==> config.mk <==
export PLATFORM = sky130hd
export DESIGN_NAME = lltbl_ctrl
export DESIGN_NICKNAME = d
export VERILOG_FILES = /design/src/rtl/lltbl_pkg.sv /design/src/rtl/lltbl_ctrl.sv
export SDC_FILE = /design/constraint.sdc
export NUM_CORES = 1
export LEC_CHECK = 0
export ABC_AREA = 1
export BUFFER_PORTS_ARGS = -buffer_cell sky130_fd_sc_hd__buf_4
export CAP_MARGIN = 15
export CORE_AREA = 8 8 45 47
export DETAILED_ROUTE_END_ITERATION = 10
export DIE_AREA = 0 0 53 55
export SLEW_MARGIN = 15
export SYNTH_ARGS = -nofsm -noshare
export SYNTH_HDL_FRONTEND = slang
export SYNTH_SLANG_ARGS = --single-unit
==> constraint.sdc <==
create_clock -name aclk -period 1 [get_ports aclk]
set_clock_uncertainty 0.05 [all_clocks]
set_input_delay 0.05 -clock aclk [delete_from_list [all_inputs] [get_ports aclk]]
set_output_delay 0.05 -clock aclk [all_outputs]
set_load 0.1 [all_outputs]
==> src/rtl/lltbl_pkg.sv <==
// shared types, widths and codes for the linked list table engine
package lltbl_pkg;

    localparam int CAPACITY     = 1024;
    localparam int ADDR_W       = (CAPACITY > 1) ? $clog2(CAPACITY) : 1;
    localparam int PTR_W        = $clog2(CAPACITY + 1);
    localparam int KEY_W        = 32;
    localparam int OPCODE_W     = 2;
    localparam int STATUS_W     = 2;
    localparam int SLOT_FIELD_W = 10;
    localparam int COUNT_W      = 11;
    localparam int S_DATA_W     = 32;
    localparam int M_DATA_W     = 24;

    localparam logic [PTR_W-1:0] NULL_PTR = PTR_W'(CAPACITY);

    typedef logic [PTR_W-1:0]  ptr_t;
    typedef logic [ADDR_W-1:0] addr_t;

    typedef enum logic [OPCODE_W-1:0] {
        OP_INSERT = 2'd0,
        OP_SEARCH = 2'd1,
        OP_DELETE = 2'd2
    } opcode_t;

    typedef enum logic [STATUS_W-1:0] {
        STAT_OK        = 2'd0,
        STAT_NOT_FOUND = 2'd1,
        STAT_FULL      = 2'd2
    } status_t;

    typedef enum logic [3:0] {
        ST_IDLE,
        ST_DISPATCH,
        ST_ALLOC_RD,
        ST_INS_FREE,
        ST_INS_FRESH,
        ST_WALK,
        ST_DEL_LINK,
        ST_DEL_FREE,
        ST_RESP
    } ctrl_state_t;

    typedef struct packed {
        logic    load;
        logic    walk_init;
        logic    walk_step;
        logic    alloc_rd;
        logic    ins_free;
        logic    ins_fresh;
        logic    match_capture;
        logic    del_unlink;
        logic    del_free;
        logic    set_res;
        status_t res_code;
        logic    out_load;
    } dp_cmd_t;

    typedef struct packed {
        opcode_t op;
        logic    op_valid;
        logic    free_avail;
        logic    fresh_avail;
        logic    walk_end;
        logic    walk_hit;
        logic    out_free;
    } dp_stat_t;

endpackage

==> src/rtl/lltbl_ctrl.sv <==
// controller state machine sequencing insert, search and delete
module lltbl_ctrl import lltbl_pkg::*; (
    input  logic     aclk,
    input  logic     aresetn,
    input  logic     in_valid,
    output logic     in_ready,
    input  dp_stat_t stat,
    output dp_cmd_t  cmd
);

    ctrl_state_t state_reg, state_next;

    always_ff @(posedge aclk) begin
        if (!aresetn) begin
            state_reg <= ST_IDLE;
        end else begin
            state_reg <= state_next;
        end
    end

    always_comb begin
        state_next = state_reg;
        case (state_reg)
            ST_IDLE: begin
                if (in_valid) begin
                    state_next = ST_DISPATCH;
                end
            end
            ST_DISPATCH: begin
                if (!stat.op_valid) begin
                    state_next = ST_RESP;
                end else if (stat.op == OP_INSERT) begin
                    if (stat.free_avail) begin
                        state_next = ST_ALLOC_RD;
                    end else if (stat.fresh_avail) begin
                        state_next = ST_INS_FRESH;
                    end else begin
                        state_next = ST_RESP;
                    end
                end else begin
                    state_next = ST_WALK;
                end
            end
            ST_ALLOC_RD:  state_next = ST_INS_FREE;
            ST_INS_FREE:  state_next = ST_RESP;
            ST_INS_FRESH: state_next = ST_RESP;
            ST_WALK: begin
                if (stat.walk_end) begin
                    state_next = ST_RESP;
                end else if (stat.walk_hit) begin
                    state_next = (stat.op == OP_DELETE) ? ST_DEL_LINK : ST_RESP;
                end
            end
            ST_DEL_LINK: state_next = ST_DEL_FREE;
            ST_DEL_FREE: state_next = ST_RESP;
            ST_RESP: begin
                if (stat.out_free) begin
                    state_next = ST_IDLE;
                end
            end
            default: state_next = ST_IDLE;
        endcase
    end

    always_comb begin
        cmd          = '0;
        cmd.res_code = STAT_OK;
        in_ready     = 1'b0;
        case (state_reg)
            ST_IDLE: begin
                in_ready = 1'b1;
                cmd.load = in_valid;
            end
            ST_DISPATCH: begin
                if (!stat.op_valid) begin
                    cmd.set_res  = 1'b1;
                    cmd.res_code = STAT_NOT_FOUND;
                end else if (stat.op == OP_INSERT) begin
                    if (stat.free_avail) begin
                        cmd.alloc_rd = 1'b1;
                    end else if (!stat.fresh_avail) begin
                        cmd.set_res  = 1'b1;
                        cmd.res_code = STAT_FULL;
                    end
                end else begin
                    cmd.walk_init = 1'b1;
                end
            end
            ST_ALLOC_RD: cmd.alloc_rd = 1'b1;
            ST_INS_FREE: begin
                cmd.ins_free = 1'b1;
                cmd.set_res  = 1'b1;
            end
            ST_INS_FRESH: begin
                cmd.ins_fresh = 1'b1;
                cmd.set_res   = 1'b1;
            end
            ST_WALK: begin
                if (stat.walk_end) begin
                    cmd.set_res  = 1'b1;
                    cmd.res_code = STAT_NOT_FOUND;
                end else if (stat.walk_hit) begin
                    cmd.match_capture = 1'b1;
                    cmd.set_res       = (stat.op != OP_DELETE);
                end else begin
                    cmd.walk_step = 1'b1;
                end
            end
            ST_DEL_LINK: cmd.del_unlink = 1'b1;
            ST_DEL_FREE: begin
                cmd.del_free = 1'b1;
                cmd.set_res  = 1'b1;
            end
            ST_RESP: cmd.out_load = stat.out_free;
            default: cmd = '0;
        endcase
    end

endmodule

# Word level (Yosys, flattened, before mapping)
# Index checks and enable logic that the tools add are counted.
# Widths: inputs -> output; s select.
word_totals:
  reg_bits: 4
  in_bits: 11
  out_inout_bits: 14
  wordCells: 57
classes:
  eq_ne: 13
  mux: 39
  reduce_logical: 4
op_table:
  columns: ["cell", "n"]
  rows:
  - ["$mux 4", 9]
  - ["$pmux 4 s7", 1]
  - ["$mux 1", 22]
  - ["$eq 4x3->1 const B", 4]
  - ["$mux 3", 4]
  - ["$eq 4x2->1 const B", 2]
  - ["$ne 2x2->1 const B", 3]
  - ["$eq 4x1->1 const B", 1]
  - ["$eq 4x4->1 const B", 1]
  - ["$logic_not 4->1", 1]
  - ["$pmux 2 s2", 1]
  - ["$ne 3x3->1 const B", 1]
  - ["$pmux 1 s3", 1]
  - ["$reduce_and 3->1", 1]
  - ["$reduce_or 3->1", 1]
  - ["$eq 2x2->1 const B", 1]
  - ["$logic_not 2->1", 1]
  - ["$pmux 1 s2", 1]

# Longest topological paths before layout
depth:
  word_depth: 5
  mapped_depth: 8
  ltp_nobuf: 8

# Worst setup path before layout
# OpenSTA, ideal clock, no wires.
synth_timing:
  path_type: "reg-to-output"
  startpoint: "register state_reg[0]"
  endpoint: "output cmd[0] (netlist bit)"
  t_arrival_ns: 3.386
  required_ns: 0.900
  path_slack_ns: -2.486
  stages_incl_launch_ff: 4
  path_buffers: 0
  cell_sequence: "dfxtp_1 > nor2_2 > inv_1 > nor4_1"
synth_rtl:
  columns: ["item", "line_no", "source"]
  rows:
  - ["start, declared", "lltbl_ctrl.sv:11", "ctrl_state_t state_reg, state_next;"]
  - ["start signal, assigned", "lltbl_ctrl.sv:17", "state_reg <= state_next;"]
  - ["end, declared", "lltbl_ctrl.sv:8", "output dp_cmd_t cmd"]

==> metrics.txt <==
Syn Area/Cell=approximately 5.3 um2; vias=737; Min-Delay Path Class=in -> reg; DR iter-0 viols=19; max_cap viols=0; CP Capture Type=output port; Worst path slowest cell=dfxtp_4; static leakage=just under 0.6 nW; ratio of cells with drive above 1 in the final layout=66.4%; FF+latch count, synth=4; crit path DAT=roughly 1400 ps; global-route wire length before repair=3.42 mm; Max FO, Critical Path=4; CTS H-tree depth=1; Crit Path Class=reg -> out; total negative setup slack=-7100 ps; Die Span Y=around 55 um; final hold vios=0; Synth cell types=18; Syn Nets=92; Pins Over Slew Limit=0; CP cell instances=buf_6 -> nand4_1 -> buf_6 -> o32ai_4 -> buf_12; pwr/cell area=1230 nW/um2; Cells after Synth=81; Avg WL per Cell=14.9 um; clk sinks=4; initial core utilization=31.0%; Fillers=62; Layout area overhead=192%; top cells by area, synth=dfxtp_1 (19%), nand2_1 (17%), inv_1 (14%), nor2_1 (14%), nor2_2 (5.8%); Port Buf Inserts=24; Yosys top cell by area=dfxtp_1; critical path launch point type=flop; RD Place Congestion=0.788; Final nets=146; final worst slack=-469 ps; fmax=681 MHz; Max Root-Sink Buffers=2; largest net degree at the start of global routing=6; Worst Tran Pin Value=247 ps; FF+latch area=90.1 um2; CTS buffer count=3; Ys Warns=0; Final Hold Slack=around 39 ps; core footprint=1380 um2; CP max stage delay=380 ps; relative slew slack=approximately 83%; critical path required time=900 ps; Post-Syn Area=429 um2; Via density=4.91; Routed WL=2.24 mm; vias in the first global route=between 700 and 800; initial antenna violation count=0; Final min period=1470 ps; top cell type's share of synthesized area=between 10% and 20%; Most common cell on crit path=buf_6; Congestion Overflow GR=0; CTS tree=built; Die X=53 um; CTS Hold Buffers Added=0; clock root buffer=clkbuf_4; DRT Pass-1 Iters=4; Final ANT Viol Nets=0; failing checks=negative setup slack; dpl cells=140; non-filler cells, final=150; final core area utilization=90.4%; # IOs=25; post-DP HPWL=1.36 mm; worst vdd ir=1.35 mV; outcome=finished with violations; # rows=14; clk slew on worst S/H paths=40 ps; Tot GR Track Use=between 15 and 20%; area taken by multi-input logic gates=450 um2; Setup-failing EPs final=18; number of flip-flops in the largest register=4; sequential share of the synthesized area=18.7%; worst-skew pair later-pin latency=240 ps; Final Cycle Share=147%; # diodes=0; DIE AREA=2920 um2; Residual DRC=0; RSZ-0062 raised after global routing=true
-- cells by family (layout without fill, tap and decap cells) --
| kind of cell | Yosys count | in the layout | synth area share, % |
|---|---|---|---|
| flip-flops | 4 | 4 | 18.7 |
| AND/OR/NAND/NOR | 54 | 54 | 58.6 |
| buffers and inverters | 18 | 71 | 15.7 |
| AO/OA/AOI/OAI | 5 | 5 | 7.00 |
-- per-layer routing --
metal,wire (um),share of wire (%),track usage (%),vias to the layer above
li1,-,-,-,356
met1,875,39,17.3,340
met2,1160,52,28.9,37
met3,155,6.9,1.07,4
met4,39,1.7,8.19,0
met5,0,0,0,-
-- critical path, delay by kind of cell, from the launching register on --
kind                   cells  cell delay (ps)
AND/OR/NAND/NOR            1              110
AO/OA/AOI/OAI              1              120
buffers and inverters      3              510
flip-flops                 1              380
-- synth_stat cells --
cell type  instances
nand3_1            4
nor4_1             1
inv_2              2
nand3b_1           1
nand2_2            3
nand3_2            1
nor3_1             1
inv_1             16
nor2_4             1
o32ai_1            1
dfxtp_1            4
nor2_1            16
nand4_1            2
nor2_2             4
nand2_1           20
a21oi_1            2
o21ai_1            1
o22ai_1            1
-- cells in the final DEF (no fill, tap or decap), drive strengths merged --
master	count
clkinvlp	3
nand3	5
o21ai	1
a21oi	2
clkbuf	4
nor4	1
nand4	2
o22ai	1
nand2	23
dfxtp	4
nor2	21
inv	15
nor3	1
nand3b	1
o32ai	1
buf	49
-- stage by stage --
stage                     worst slack, ps  total power, W  area (um2)
after detailed placement             -312         0.00103         912
final                                -469         0.00153        1250
after floorplan                      -687        0.000811         569
after global placement               -301         0.00103         912
after global routing                 -515         0.00161        1250
after CTS                            -458         0.00148        1210
-- area by class of cell --
class,count,area share (%)
flip-flops and latches,4,7.20
clock buffers,4,2.10
well taps,16,1.60
repair buffers,49,46.4
inverters,18,6.70
multi-input cells,59,36.0
-- where the power goes --
group / leakage, nW / internal (W) / switching (W) / total, W
Sequential: 0.0350 / 0.000180 / 0.0000259 / 0.000206
Combinational: 0.536 / 0.000434 / 0.000670 / 0.00110
Clock: 0.0150 / 0.000150 / 0.0000727 / 0.000223
Total: 0.586 / 0.000765 / 0.000769 / 0.00153
-- what timing repair did --
action                     CTS  global route
setup endpoints to repair   18            18
buffers inserted             4             2
gates resized for setup     58             6
pin swaps                   14             6
-- path summary, 6_finish.rpt --
path	start	end	slack, ps	cells after the start
min reg2reg	state_reg[3]	state_reg[1]	780	5
max reg2reg	state_reg[0]	state_reg[0]	-380	9
min	aresetn	state_reg[3]	40	3
max	state_reg[2]	cmd[1]	-470	5
Power figures use the tool's default switching activity.
